==> config.mk <==
export PLATFORM = sky130hd
export DESIGN_NAME = gf_zech_log_alu_flat
export DESIGN_NICKNAME = d
export VERILOG_FILES = /design/src/hdl/gzl_pkg.sv /design/src/hdl/gzl_if.sv /design/src/hdl/gzl_mod_reduce.sv /design/src/hdl/gzl_zech_ram.sv /design/src/hdl/gf_zech_log_alu.sv /design/src/flat_wrapper.sv
export SDC_FILE = /design/constraint.sdc
export NUM_CORES = 2
export LEC_CHECK = 0
export BUFFER_PORTS_ARGS = -buffer_cell sky130_fd_sc_hd__buf_2
export CAP_MARGIN = 20
export CORE_MARGIN = 2
export CORE_UTILIZATION = 50
export DETAILED_ROUTE_END_ITERATION = 10
export PLACE_DENSITY_LB_ADDON = 0.1
export SLEW_MARGIN = 40
export SYNTH_ARGS = -nofsm -noshare
export SYNTH_HDL_FRONTEND = slang
export SYNTH_SLANG_ARGS = --single-unit
export TNS_END_PERCENT = 5
==> constraint.sdc <==
create_clock -name i_clk -period 7.1 [get_ports i_clk]
set_input_delay 1.065 -clock i_clk [delete_from_list [all_inputs] [get_ports i_clk]]
set_output_delay 1.065 -clock i_clk [all_outputs]
set_load 0.05 [all_outputs]
==> src/hdl/gzl_pkg.sv <==
// Shared types, constants and modular helpers of the Zech logarithm ALU.
// Used by the channel interfaces and by every module of the block.
package gzl_pkg;

    localparam int CODE_W         = 8;
    localparam int OP_W           = 3;
    localparam int NEG_W          = 7;
    localparam int CFG_IDX_W      = 1;
    localparam int CFG_DATA_W     = 8;
    localparam int FIELD_SIZE_DEF = 256;

    // The modulo reducer retires two quotient bits per stage.
    localparam int RED_STEPS  = 2;
    localparam int RED_STAGES = CODE_W / RED_STEPS;

    typedef logic [CODE_W-1:0] t_code;

    localparam t_code CODE_ONE = t_code'(1);

    typedef enum logic [OP_W-1:0] {
        OP_LOAD = 3'd0,
        OP_ADD  = 3'd1,
        OP_SUB  = 3'd2,
        OP_MUL  = 3'd3,
        OP_DIV  = 3'd4
    } t_op;

    typedef enum logic [CFG_IDX_W-1:0] {
        CFG_GROUP_ORDER = 1'b0,
        CFG_NEG_ONE_LOG = 1'b1
    } t_cfg_idx;

    // Write request into the Zech table.
    typedef struct packed {
        logic  we;
        t_code addr;
        t_code data;
    } t_zech_wr;

    // Sum of two residues below n, reduced modulo n.
    function automatic t_code mod_add(t_code x, t_code y, t_code n);
        logic [CODE_W:0] s;
        s = {1'b0, x} + {1'b0, y};
        if (s >= {1'b0, n}) begin
            s = s - {1'b0, n};
        end
        return s[CODE_W-1:0];
    endfunction

    // Difference of two residues below n, reduced modulo n.
    function automatic t_code mod_sub(t_code x, t_code y, t_code n);
        t_code d;
        d = x - y;
        if (x < y) begin
            d = d + n;
        end
        return d;
    endfunction

endpackage

==> src/hdl/gzl_if.sv <==
// Valid/ready channel interfaces of the Zech logarithm ALU.
// Depends on gzl_pkg for the field widths.
interface gzl_in_if;
    logic                          valid;
    logic                          ready;
    logic [gzl_pkg::OP_W-1:0]      opcode;
    logic [gzl_pkg::CODE_W-1:0]    operand_a;
    logic [gzl_pkg::CODE_W-1:0]    operand_b;
    logic [gzl_pkg::CODE_W-1:0]    table_index;
    logic [gzl_pkg::CODE_W-1:0]    table_value;

    modport source (output valid, opcode, operand_a, operand_b, table_index, table_value,
                    input ready);
    modport sink   (input valid, opcode, operand_a, operand_b, table_index, table_value,
                    output ready);
endinterface

interface gzl_out_if;
    logic                          valid;
    logic                          ready;
    logic [gzl_pkg::CODE_W-1:0]    result_code;
    logic                          divide_by_zero;

    modport source (output valid, result_code, divide_by_zero, input ready);
    modport sink   (input valid, result_code, divide_by_zero, output ready);
endinterface

==> src/hdl/gzl_mod_reduce.sv <==
// Pipelined reduction of an element code modulo the group order.
// Restoring remainder, two quotient bits per stage; depends on gzl_pkg.
module gzl_mod_reduce (
    input  logic                          i_clk,
    input  logic [gzl_pkg::RED_STAGES-1:0] i_en,
    input  gzl_pkg::t_code                i_x,
    input  gzl_pkg::t_code                i_n,
    output gzl_pkg::t_code                o_r
);
    import gzl_pkg::*;

    t_code r_rem [RED_STAGES];
    t_code n_rem [RED_STAGES];

    // Each stage subtracts n shifted by its two quotient bit positions.
    always_comb begin
        t_code                 v;
        logic [2*CODE_W-1:0]   sh;
        for (int s = 0; s < RED_STAGES; s++) begin
            v = (s == 0) ? i_x : r_rem[(s == 0) ? 0 : s-1];
            for (int j = 0; j < RED_STEPS; j++) begin
                sh = {{CODE_W{1'b0}}, i_n} << (CODE_W - 1 - (s * RED_STEPS + j));
                if ({{CODE_W{1'b0}}, v} >= sh) begin
                    v = v - sh[CODE_W-1:0];
                end
            end
            n_rem[s] = v;
        end
    end

    // Partial remainders advance with their stage enables.
    always_ff @(posedge i_clk) begin
        for (int s = 0; s < RED_STAGES; s++) begin
            if (i_en[s]) begin
                r_rem[s] <= n_rem[s];
            end
        end
    end

    assign o_r = r_rem[RED_STAGES-1];

endmodule

==> src/hdl/gzl_zech_ram.sv <==
// Zech table storage: one write port and one registered read port.
// Depends on gzl_pkg for the code type and the write request struct.
module gzl_zech_ram #(
    parameter int DEPTH = gzl_pkg::FIELD_SIZE_DEF - 1
) (
    input  logic              i_clk,
    input  gzl_pkg::t_zech_wr i_wr,
    input  logic              i_rd_en,
    input  gzl_pkg::t_code    i_rd_addr,
    output gzl_pkg::t_code    o_rd_data
);
    import gzl_pkg::*;

    // An 8-bit index reaches at most 2**CODE_W entries.
    localparam int MEM_DEPTH = (DEPTH < 2**CODE_W) ? DEPTH : 2**CODE_W;
    localparam int AW        = $clog2(MEM_DEPTH);

    t_code r_mem [MEM_DEPTH];
    t_code r_rd_data;

    // Write and read in one clocked block; a read of an entry written at the same edge returns its old value.
    always_ff @(posedge i_clk) begin
        if (i_wr.we) begin
            r_mem[i_wr.addr[AW-1:0]] <= i_wr.data;
        end
        if (i_rd_en) begin
            r_rd_data <= r_mem[i_rd_addr[AW-1:0]];
        end
    end

    assign o_rd_data = r_rd_data;

endmodule

==> src/hdl/gf_zech_log_alu.sv <==
// Top level of the Zech logarithm ALU: twelve-stage pipeline, config registers.
// Depends on gzl_pkg, gzl_if, gzl_mod_reduce and gzl_zech_ram.
//
// Usage: elements travel as codes, 0 for zero and k for alpha^(k-1). A beat on
// i_in carries an opcode (load Zech entry, add, subtract, multiply, divide),
// two operands and a table index and value for loads. Every input beat yields
// exactly one beat on o_out with the result code and a divide-by-zero flag.
// Registers group_order and neg_one_log are written on the plain write port
// (i_cfg_we, i_cfg_idx, i_cfg_data); the user must write them only while the
// pipeline is empty, as the block itself does not enforce it. The block takes
// one beat per cycle while the receiver is ready or some stage is empty. The
// stage count is set by two four-stage modulo reducers (operand logs, then the
// log of the Zech entry) around the registered table read; loads write the
// table at the read stage, so every later operation sees them.
// Synchronous reset clears the stage valid bits and sets group_order to 255
// and neg_one_log to 0; the table holds nothing until loaded.
// When the receiver stalls, stages fill up behind the output register; input
// is still taken while any stage holds a bubble, and nothing is lost.
module gf_zech_log_alu #(
    parameter int FIELD_SIZE = gzl_pkg::FIELD_SIZE_DEF
) (
    input  logic                            i_clk,
    input  logic                            i_rst_n,
    gzl_in_if.sink                          i_in,
    gzl_out_if.source                       o_out,
    input  logic                            i_cfg_we,
    input  logic [gzl_pkg::CFG_IDX_W-1:0]   i_cfg_idx,
    input  logic [gzl_pkg::CFG_DATA_W-1:0]  i_cfg_data
);
    import gzl_pkg::*;

    localparam int TABLE_DEPTH = FIELD_SIZE - 1;
    localparam int NS          = 12;
    localparam int ST_MID      = RED_STAGES;
    localparam int ST_DIFF     = RED_STAGES + 1;
    localparam int ST_READ     = RED_STAGES + 2;
    localparam int ST_ZRED     = RED_STAGES + 3;
    localparam int ST_OUT      = NS - 1;

    typedef struct packed {
        t_op   op;
        logic  az;
        logic  bz;
        t_code ti;
        t_code tv;
    } t_side;

    typedef struct packed {
        t_side side;
        t_code la;
        t_code lb;
        t_code nb;
        t_code prod;
        t_code quo;
    } t_mid;

    typedef struct packed {
        t_side side;
        t_code la;
        t_code lbe;
        t_code d;
        t_code prod;
        t_code quo;
    } t_diff;

    typedef struct packed {
        t_op   op;
        logic  az;
        logic  bz;
        logic  zz;
        t_code la;
        t_code lbe;
        t_code prod;
        t_code quo;
    } t_tail;

    // Configuration registers.
    t_code            r_group_order;
    logic [NEG_W-1:0] r_neg_one_log;
    t_code            w_ord;

    always_ff @(posedge i_clk) begin
        if (!i_rst_n) begin
            r_group_order <= t_code'(255);
            r_neg_one_log <= '0;
        end else if (i_cfg_we) begin
            unique case (t_cfg_idx'(i_cfg_idx))
                CFG_GROUP_ORDER: begin
                    r_group_order <= i_cfg_data[CODE_W-1:0];
                end
                CFG_NEG_ONE_LOG: begin
                    r_neg_one_log <= i_cfg_data[NEG_W-1:0];
                end
            endcase
        end
    end

    // A zero group order behaves as one.
    assign w_ord = (r_group_order == '0) ? CODE_ONE : r_group_order;

    // Stage enables: a stage loads when empty or when the next one moves.
    logic [NS-1:0] r_vld;
    logic [NS:0]   w_en;

    always_comb begin
        w_en[NS] = o_out.ready;
        for (int s = NS - 1; s >= 0; s--) begin
            w_en[s] = !r_vld[s] || w_en[s+1];
        end
    end

    assign i_in.ready = w_en[0];

    always_ff @(posedge i_clk) begin
        if (!i_rst_n) begin
            r_vld <= '0;
        end else begin
            if (w_en[0]) begin
                r_vld[0] <= i_in.valid;
            end
            for (int s = 1; s < NS; s++) begin
                if (w_en[s]) begin
                    r_vld[s] <= r_vld[s-1];
                end
            end
        end
    end

    // Stages 0 to 3: reduce the operand logs and the log of minus one.
    t_side w_side_in;
    t_side r_side [RED_STAGES];
    t_code w_la;
    t_code w_lb;
    t_code w_lng;

    assign w_side_in = '{op: t_op'(i_in.opcode),
                         az: (i_in.operand_a == '0),
                         bz: (i_in.operand_b == '0),
                         ti: i_in.table_index,
                         tv: i_in.table_value};

    always_ff @(posedge i_clk) begin
        if (w_en[0]) begin
            r_side[0] <= w_side_in;
        end
        for (int s = 1; s < RED_STAGES; s++) begin
            if (w_en[s]) begin
                r_side[s] <= r_side[s-1];
            end
        end
    end

    gzl_mod_reduce u_red_a (
        .i_clk (i_clk),
        .i_en  (w_en[RED_STAGES-1:0]),
        .i_x   (i_in.operand_a - CODE_ONE),
        .i_n   (w_ord),
        .o_r   (w_la)
    );

    gzl_mod_reduce u_red_b (
        .i_clk (i_clk),
        .i_en  (w_en[RED_STAGES-1:0]),
        .i_x   (i_in.operand_b - CODE_ONE),
        .i_n   (w_ord),
        .o_r   (w_lb)
    );

    gzl_mod_reduce u_red_neg (
        .i_clk (i_clk),
        .i_en  (w_en[RED_STAGES-1:0]),
        .i_x   ({1'b0, r_neg_one_log}),
        .i_n   (w_ord),
        .o_r   (w_lng)
    );

    // Stage 4: log of minus operand b, product and quotient logs.
    t_mid r_mid;

    always_ff @(posedge i_clk) begin
        if (w_en[ST_MID]) begin
            r_mid <= '{side: r_side[RED_STAGES-1],
                       la:   w_la,
                       lb:   w_lb,
                       nb:   mod_add(w_lb, w_lng, w_ord),
                       prod: mod_add(w_la, w_lb, w_ord),
                       quo:  mod_sub(w_la, w_lb, w_ord)};
        end
    end

    // Stage 5: pick the second log for the sum and form the Zech exponent.
    t_diff r_diff;
    t_code w_lbe;

    assign w_lbe = (r_mid.side.op == OP_SUB) ? r_mid.nb : r_mid.lb;

    always_ff @(posedge i_clk) begin
        if (w_en[ST_DIFF]) begin
            r_diff <= '{side: r_mid.side,
                        la:   r_mid.la,
                        lbe:  w_lbe,
                        d:    mod_sub(r_mid.la, w_lbe, w_ord),
                        prod: r_mid.prod,
                        quo:  r_mid.quo};
        end
    end

    // Stage 6: table read, and the table write of a load beat.
    t_zech_wr w_wr;
    t_code    w_zraw;
    t_tail    r_rd;

    assign w_wr = '{we:   w_en[ST_READ] && r_vld[ST_DIFF] && (r_diff.side.op == OP_LOAD)
                          && (32'(r_diff.side.ti) < TABLE_DEPTH),
                    addr: r_diff.side.ti,
                    data: r_diff.side.tv};

    gzl_zech_ram #(
        .DEPTH (TABLE_DEPTH)
    ) u_ram (
        .i_clk     (i_clk),
        .i_wr      (w_wr),
        .i_rd_en   (w_en[ST_READ]),
        .i_rd_addr (r_diff.d),
        .o_rd_data (w_zraw)
    );

    // An exponent past the table reads as a zero entry.
    always_ff @(posedge i_clk) begin
        if (w_en[ST_READ]) begin
            r_rd <= '{op:   r_diff.side.op,
                      az:   r_diff.side.az,
                      bz:   r_diff.side.bz,
                      zz:   !(32'(r_diff.d) < TABLE_DEPTH),
                      la:   r_diff.la,
                      lbe:  r_diff.lbe,
                      prod: r_diff.prod,
                      quo:  r_diff.quo};
        end
    end

    // Stages 7 to 10: reduce the log of the Zech entry.
    t_tail w_tail_in;
    t_tail r_tail [RED_STAGES];
    t_code w_lz;

    always_comb begin
        w_tail_in    = r_rd;
        w_tail_in.zz = r_rd.zz || (w_zraw == '0);
    end

    always_ff @(posedge i_clk) begin
        if (w_en[ST_ZRED]) begin
            r_tail[0] <= w_tail_in;
        end
        for (int s = 1; s < RED_STAGES; s++) begin
            if (w_en[ST_ZRED+s]) begin
                r_tail[s] <= r_tail[s-1];
            end
        end
    end

    gzl_mod_reduce u_red_z (
        .i_clk (i_clk),
        .i_en  (w_en[ST_ZRED+RED_STAGES-1:ST_ZRED]),
        .i_x   (w_zraw - CODE_ONE),
        .i_n   (w_ord),
        .o_r   (w_lz)
    );

    // Stage 11: select the result by opcode into the output register.
    t_tail w_tl;
    t_code w_zsum;
    t_code n_res;
    logic  n_dz;
    t_code r_res;
    logic  r_dz;

    assign w_tl   = r_tail[RED_STAGES-1];
    assign w_zsum = mod_add(w_tl.lbe, w_lz, w_ord) + CODE_ONE;

    always_comb begin
        n_res = '0;
        n_dz  = 1'b0;
        unique case (w_tl.op) inside
            OP_ADD, OP_SUB: begin
                if (w_tl.bz) begin
                    n_res = w_tl.az ? '0 : w_tl.la + CODE_ONE;
                end else if (w_tl.az) begin
                    n_res = w_tl.lbe + CODE_ONE;
                end else begin
                    n_res = w_tl.zz ? '0 : w_zsum;
                end
            end
            OP_MUL: begin
                n_res = (w_tl.az || w_tl.bz) ? '0 : w_tl.prod + CODE_ONE;
            end
            OP_DIV: begin
                if (w_tl.bz) begin
                    n_dz = 1'b1;
                end else if (!w_tl.az) begin
                    n_res = w_tl.quo + CODE_ONE;
                end
            end
            default: begin
            end
        endcase
    end

    always_ff @(posedge i_clk) begin
        if (w_en[ST_OUT]) begin
            r_res <= n_res;
            r_dz  <= n_dz;
        end
    end

    assign o_out.valid          = r_vld[ST_OUT];
    assign o_out.result_code    = r_res;
    assign o_out.divide_by_zero = r_dz;

    // A flagged divide never carries a nonzero code.
    a_dz_zero: assert property (@(posedge i_clk) disable iff (!i_rst_n)
        (o_out.valid && o_out.divide_by_zero) |-> (o_out.result_code == '0))
        else $error("divide by zero beat with nonzero result code");

    // With every stage full and the receiver stalled, no input beat is taken.
    a_full_stall: assert property (@(posedge i_clk) disable iff (!i_rst_n)
        ((&r_vld) && !o_out.ready) |-> !i_in.ready)
        else $error("input taken while the pipeline is full and stalled");

    // Result codes never name a log at or above the group order.
    a_res_range: assert property (@(posedge i_clk) disable iff (!i_rst_n)
        o_out.valid |-> (o_out.result_code <= w_ord))
        else $error("result code beyond the group order");

endmodule
==> src/flat_wrapper.sv <==
// flat-port wrapper written by rule: the top's interface ports become plain ports
module gf_zech_log_alu_flat import gzl_pkg::*;
#(
    parameter int FIELD_SIZE = gzl_pkg::FIELD_SIZE_DEF
)
  (i_clk, i_rst_n, i_cfg_we, i_cfg_idx, i_cfg_data, i_in_valid, i_in_opcode, i_in_operand_a, i_in_operand_b, i_in_table_index, i_in_table_value, i_in_ready, o_out_valid, o_out_result_code, o_out_divide_by_zero, o_out_ready);
  gzl_in_if i_in_i ();
  gzl_out_if o_out_i ();
  input  logic i_clk;
  input  logic i_rst_n;
  input  logic i_cfg_we;
  input  logic [gzl_pkg::CFG_IDX_W-1:0] i_cfg_idx;
  input  logic [gzl_pkg::CFG_DATA_W-1:0] i_cfg_data;
  input wire logic [$bits(i_in_i.valid)-1:0] i_in_valid;
  input wire logic [$bits(i_in_i.opcode)-1:0] i_in_opcode;
  input wire logic [$bits(i_in_i.operand_a)-1:0] i_in_operand_a;
  input wire logic [$bits(i_in_i.operand_b)-1:0] i_in_operand_b;
  input wire logic [$bits(i_in_i.table_index)-1:0] i_in_table_index;
  input wire logic [$bits(i_in_i.table_value)-1:0] i_in_table_value;
  output wire logic [$bits(i_in_i.ready)-1:0] i_in_ready;
  output wire logic [$bits(o_out_i.valid)-1:0] o_out_valid;
  output wire logic [$bits(o_out_i.result_code)-1:0] o_out_result_code;
  output wire logic [$bits(o_out_i.divide_by_zero)-1:0] o_out_divide_by_zero;
  input wire logic [$bits(o_out_i.ready)-1:0] o_out_ready;
  assign i_in_i.valid = i_in_valid;
  assign i_in_i.opcode = i_in_opcode;
  assign i_in_i.operand_a = i_in_operand_a;
  assign i_in_i.operand_b = i_in_operand_b;
  assign i_in_i.table_index = i_in_table_index;
  assign i_in_i.table_value = i_in_table_value;
  assign i_in_ready = i_in_i.ready;
  assign o_out_valid = o_out_i.valid;
  assign o_out_result_code = o_out_i.result_code;
  assign o_out_divide_by_zero = o_out_i.divide_by_zero;
  assign o_out_i.ready = o_out_ready;
  gf_zech_log_alu #(.FIELD_SIZE(FIELD_SIZE)) u_core (.i_clk(i_clk), .i_rst_n(i_rst_n), .i_in(i_in_i), .o_out(o_out_i), .i_cfg_we(i_cfg_we), .i_cfg_idx(i_cfg_idx), .i_cfg_data(i_cfg_data));
endmodule
==> out/qor.log <==
INFO  detailed_routing wire_per_inst=29.3um
INFO  clock_network  h-tree-depth=5
INFO  synth          postSynthCellCount=5391
INFO  clock_network  post-cts-setup-buffers=0
INFO  timing         fin_skew=0.0501ns
INFO  synth          synthesis.yosys.warnings=0
INFO  flow_run       cap_viol_max_count=0
INFO  critical_path  max_stage_delay=0.69ns
INFO  power          netSwitchingPower=0.0136W
INFO  critical_path  endpoint_kind=flip-flop
INFO  critical_path  arrival=7.04ns
INFO  synth          netlist.area_leader.share=0.724
INFO  timing         postLayoutSetupSlackWorst=0.700ns
INFO  grt            vias_in_the_first_global_route=52.7k
INFO  synth          synth.top_cells.by_area=sky130_fd_sc_hd__edfxtp_1, sky130_fd_sc_hd__mux4_2, sky130_fd_sc_hd__ha_1
INFO  synth          mappedNetlistArea=107000squm
INFO  critical_path  cpMaxStageDelayCell=sky130_fd_sc_hd__a21oi_1
INFO  synth          asyncSetResetFlopFracSynth=0
INFO  timing         finalMaxSlewViolations=0
INFO  timing         number_of_setup_violations_in_the_final_report=0
INFO  clock_network  worst_skew_pair.late_latency=0.91ns
INFO  power          power_report.internal_total=0.0321W
INFO  timing         final_min_period_over_clock_period=0.901
INFO  critical_path  critical_path_class=reg -> reg
INFO  grt            grt_max_degree=184
INFO  power          vdd.ir_drop.worst=0.441mV
INFO  power          sw_frac_of_total=0.298
INFO  clock_network  tritoncts=yes
INFO  timing         transition_time_at_the_pin_with_the_least_slew_margin=0.911ns
INFO  timing         timing.final.crit_period=6.40ns
INFO  detailed_routing ant_nets=0
INFO  finish         area_growth_syn_to_layout=12.5%
INFO  floorplan      floorplan.die.width=467um
INFO  placement      place.detailed.hpwl=153000um
INFO  timing         rsz0062_at_grt=no
INFO  timing         timing.setup.tns=0ns
INFO  power          comb_power_share=0.290
INFO  grt            antenna_found_initial=8
INFO  floorplan      die_y=467um
INFO  critical_path  cp.buffers_inverters=2
INFO  floorplan      core_area=213000squm
INFO  synth          most_common_flop_cell_mapped_by_yosys=sky130_fd_sc_hd__edfxtp_1
INFO  clock_network  cts_repair_resize_count=0
INFO  placement      gp_congestion=0.840
INFO  synth          synth-seq-area-share=0.729
INFO  detailed_routing routed_wl=254000um
INFO  floorplan      rows=169
INFO  power          total_power=0.0456W
INFO  synth          synth_nets=5713
INFO  synth          commonest_cells_in_the_synthesized_netlist=sky130_fd_sc_hd__edfxtp_1, sky130_fd_sc_hd__mux4_2, sky130_fd_sc_hd__nor2_1, sky130_fd_sc_hd__ha_1, sky130_fd_sc_hd__inv_1
INFO  detailed_routing drc_errors=0
INFO  clock_network  cts.sink_count=2608
INFO  finish         utilization=0.567
INFO  critical_path  kind_of_launch_point_of_the_worst_setup_path=flip-flop
INFO  critical_path  cp_max_fo=13
INFO  power          power.clock.fraction=0.306
INFO  floorplan      ios=60
INFO  power          p_per_area=379nW/um^2
INFO  detailed_routing routed-via-count=52.0k
INFO  grt            gr-usage-all-layers=0.234
INFO  floorplan      design.die.area=218000squm
INFO  synth          postSynthRegisterBits=2608
INFO  synth          postSynthAreaPerCell=19.9squm
INFO  floorplan      initial_core_util=0.504
INFO  detailed_routing via_per_inst=6.00
INFO  clock_network  clock-root-buffer=sky130_fd_sc_hd__clkbuf_16
INFO  grt            global_route.overflow_total=0
INFO  detailed_routing drt_iter0_drc=5607
INFO  run_status     outcome=completed
INFO  critical_path  cp_cell_sequence=nor4_2, nand2_1, nor2_1, buf_4, nand2_1, nand2_2, ha_1, inv_1, fa_1, a21o_1, a21o_1, a21o_1, a21oi_1, a211oi_2, mux2_2, ha_1, nand2_1, nand2_1, a21oi_1, o21bai_1, a21oi_1, o221ai_1, a21oi_1, mux2_2
INFO  clock_network  cts-root-to-sink-buffers=4
INFO  power          power.leakage=40.3nW
INFO  finish         layout.nets=5964
INFO  synth          synth_area_leader_cell=sky130_fd_sc_hd__edfxtp_1
INFO  clock_network  cts_inserted_buffers=291
INFO  synth          synth-edff-count=2581
INFO  timing         fmax=156MHz
INFO  clock_network  hold_buffers=0
INFO  placement      io_buffers=59
INFO  synth          synth_most_common_cell=sky130_fd_sc_hd__edfxtp_1
INFO  power          seq_power_share=0.404
INFO  min_path       worst_min_delay_path_class=in -> reg
INFO  critical_path  critical_path.top_delay_family=compound AO/OA/AOI/OAI gates
INFO  finish         layout-drive-gt1-share=0.247
INFO  timing         final_hold_viol_count=0
INFO  detailed_routing drtPass1Iterations=5
INFO  placement      placement.setup.worst_slack=0.707ns
INFO  timing         worst_slew_margin_rel=0.391
INFO  clock_network  cts.clk_slew.worst_paths=0.05ns
INFO  grt            grt_first_pass_wirelength=370000um
INFO  critical_path  worstPathRequired=7.74ns
INFO  synth          post_synth_num_cell_types=65
==> cells by family (layout without fill, tap and decap cells) <==
group,count (synthesis),after routing,share of synthesized area
mux,771,771,0.147
fa+ha+maj,273,273,0.0346
flops,2608,2608,0.729
other cells,0,2,0
xor+xnor,191,191,0.0156
compound gates,485,485,0.0301
buf+inv,366,809,0.0150
simple gates,697,697,0.0287
==> layout make-up <==
| type | count | area (sq um) |
|---|---|---|
| repair buffers | 173 | 1680 |
| clock inverters | 115 | 940 |
| well taps | 2821 | 3530 |
| inverters | 151 | 571 |
| clock buffers | 370 | 7720 |
| fillers | 15800 | 92100 |
| flip-flops and latches | 2608 | 78000 |
| diodes | 2 | 5.00 |
| multi-input cells | 2417 | 27900 |
==> placed cells by master (no fill, tap or decap), types with 79 or more instances in the layout <==
cell type / count
sky130_fd_sc_hd__a21o_1: 82
sky130_fd_sc_hd__clkbuf_16: 297
sky130_fd_sc_hd__a21oi_1: 123
sky130_fd_sc_hd__ha_1: 235
sky130_fd_sc_hd__inv_1: 144
sky130_fd_sc_hd__mux2_2: 100
sky130_fd_sc_hd__nor2_1: 231
sky130_fd_sc_hd__nand2_1: 127
sky130_fd_sc_hd__nor2_2: 112
sky130_fd_sc_hd__edfxtp_1: 2581
sky130_fd_sc_hd__o21ai_0: 79
sky130_fd_sc_hd__xnor2_1: 116
sky130_fd_sc_hd__mux4_2: 632
==> flip-flops by register name, indices dropped and copies added, names as in the netlist, 12 cells and up <==
signal	cells
u_core.u_red_b.r_rem	32
u_core.u_ram.r_mem	2040
u_core.r_vld	12
u_core.u_red_a.r_rem	32
u_core.r_side	84
u_core.u_red_neg.r_rem	32
u_core.r_rd	38
u_core.r_diff	61
u_core.r_mid	61
u_core.u_red_z.r_rem	32
u_core.r_tail	152
==> metal layers <==
layer / routed length (um) / up-vias / global-route usage
met3: 17100 / 407 / 0.0453
li1: - / 22500 / -
met2: 122000 / 1644 / 0.368
met5: 13 / - / 0
met4: 7070 / 2 / 0.0699
met1: 108000 / 27500 / 0.336
==> worst register-to-register path, cell delays in order, from the launching register on <==
cell                       delay (ns)
sky130_fd_sc_hd__dfxtp_1         0.38
sky130_fd_sc_hd__nor4_2          0.31
sky130_fd_sc_hd__nand2_1         0.13
sky130_fd_sc_hd__nor2_1          0.15
sky130_fd_sc_hd__buf_4           0.19
sky130_fd_sc_hd__nand2_1         0.20
sky130_fd_sc_hd__nand2_2         0.41
sky130_fd_sc_hd__ha_1            0.23
sky130_fd_sc_hd__inv_1           0.06
sky130_fd_sc_hd__fa_1            0.43
sky130_fd_sc_hd__a21o_1          0.17
sky130_fd_sc_hd__a21o_1          0.19
sky130_fd_sc_hd__a21o_1          0.17
sky130_fd_sc_hd__a21oi_1         0.24
sky130_fd_sc_hd__a211oi_2        0.20
sky130_fd_sc_hd__mux2_2          0.34
sky130_fd_sc_hd__ha_1            0.36
sky130_fd_sc_hd__nand2_1         0.10
sky130_fd_sc_hd__nand2_1         0.06
sky130_fd_sc_hd__a21oi_1         0.22
sky130_fd_sc_hd__o21bai_1        0.09
sky130_fd_sc_hd__a21oi_1         0.24
sky130_fd_sc_hd__o221ai_1        0.17
sky130_fd_sc_hd__a21oi_1         0.69
sky130_fd_sc_hd__mux2_2          0.42
==> worst paths after layout <==
kind / from / to / slack [ns] / cells past startpoint
setup reg to reg: u_core.r_group_order[5]$_SDFFE_PN1P_ / u_core.u_red_neg.r_rem[3][1]$_DFFE_PP_ / 0.70 / 24
hold / removal: i_in_table_value[0] / u_core.r_side[0][0]$_DFFE_PP_ / 0.34 / 1
setup / recovery: u_core.r_group_order[5]$_SDFFE_PN1P_ / u_core.u_red_neg.r_rem[3][1]$_DFFE_PP_ / 0.70 / 24
hold reg to reg: u_core.r_rd[25]$_DFFE_PN_ / u_core.r_tail[0][25]$_DFFE_PP_ / 0.39 / 0
==> power groups by stage <==
stage	sequential, W	combinational [W]	clock, W
finish	0.0184	0.0132	0.0140
detailed placement	0.0188	0.0132	0
global route	0.0185	0.0140	0.0148
floorplan	0.0186	0.00897	0
global placement	0.0188	0.0131	0
CTS	0.0185	0.0133	0.0142
==> through the flow <==
stage | cells | hold WS, ns | area, sq um
5_1_grt | 8657 | 0.286 | 120000
3_5_place_dp | 8164 | 0.405 | 111000
6_report | 8657 | 0.339 | 120000
4_1_cts | 8649 | 0.274 | 120000
3_3_place_gp | 8157 | 0.401 | 111000
2_1_floorplan | 5391 | 0.400 | 107000
Power figures use the tool's default switching activity.
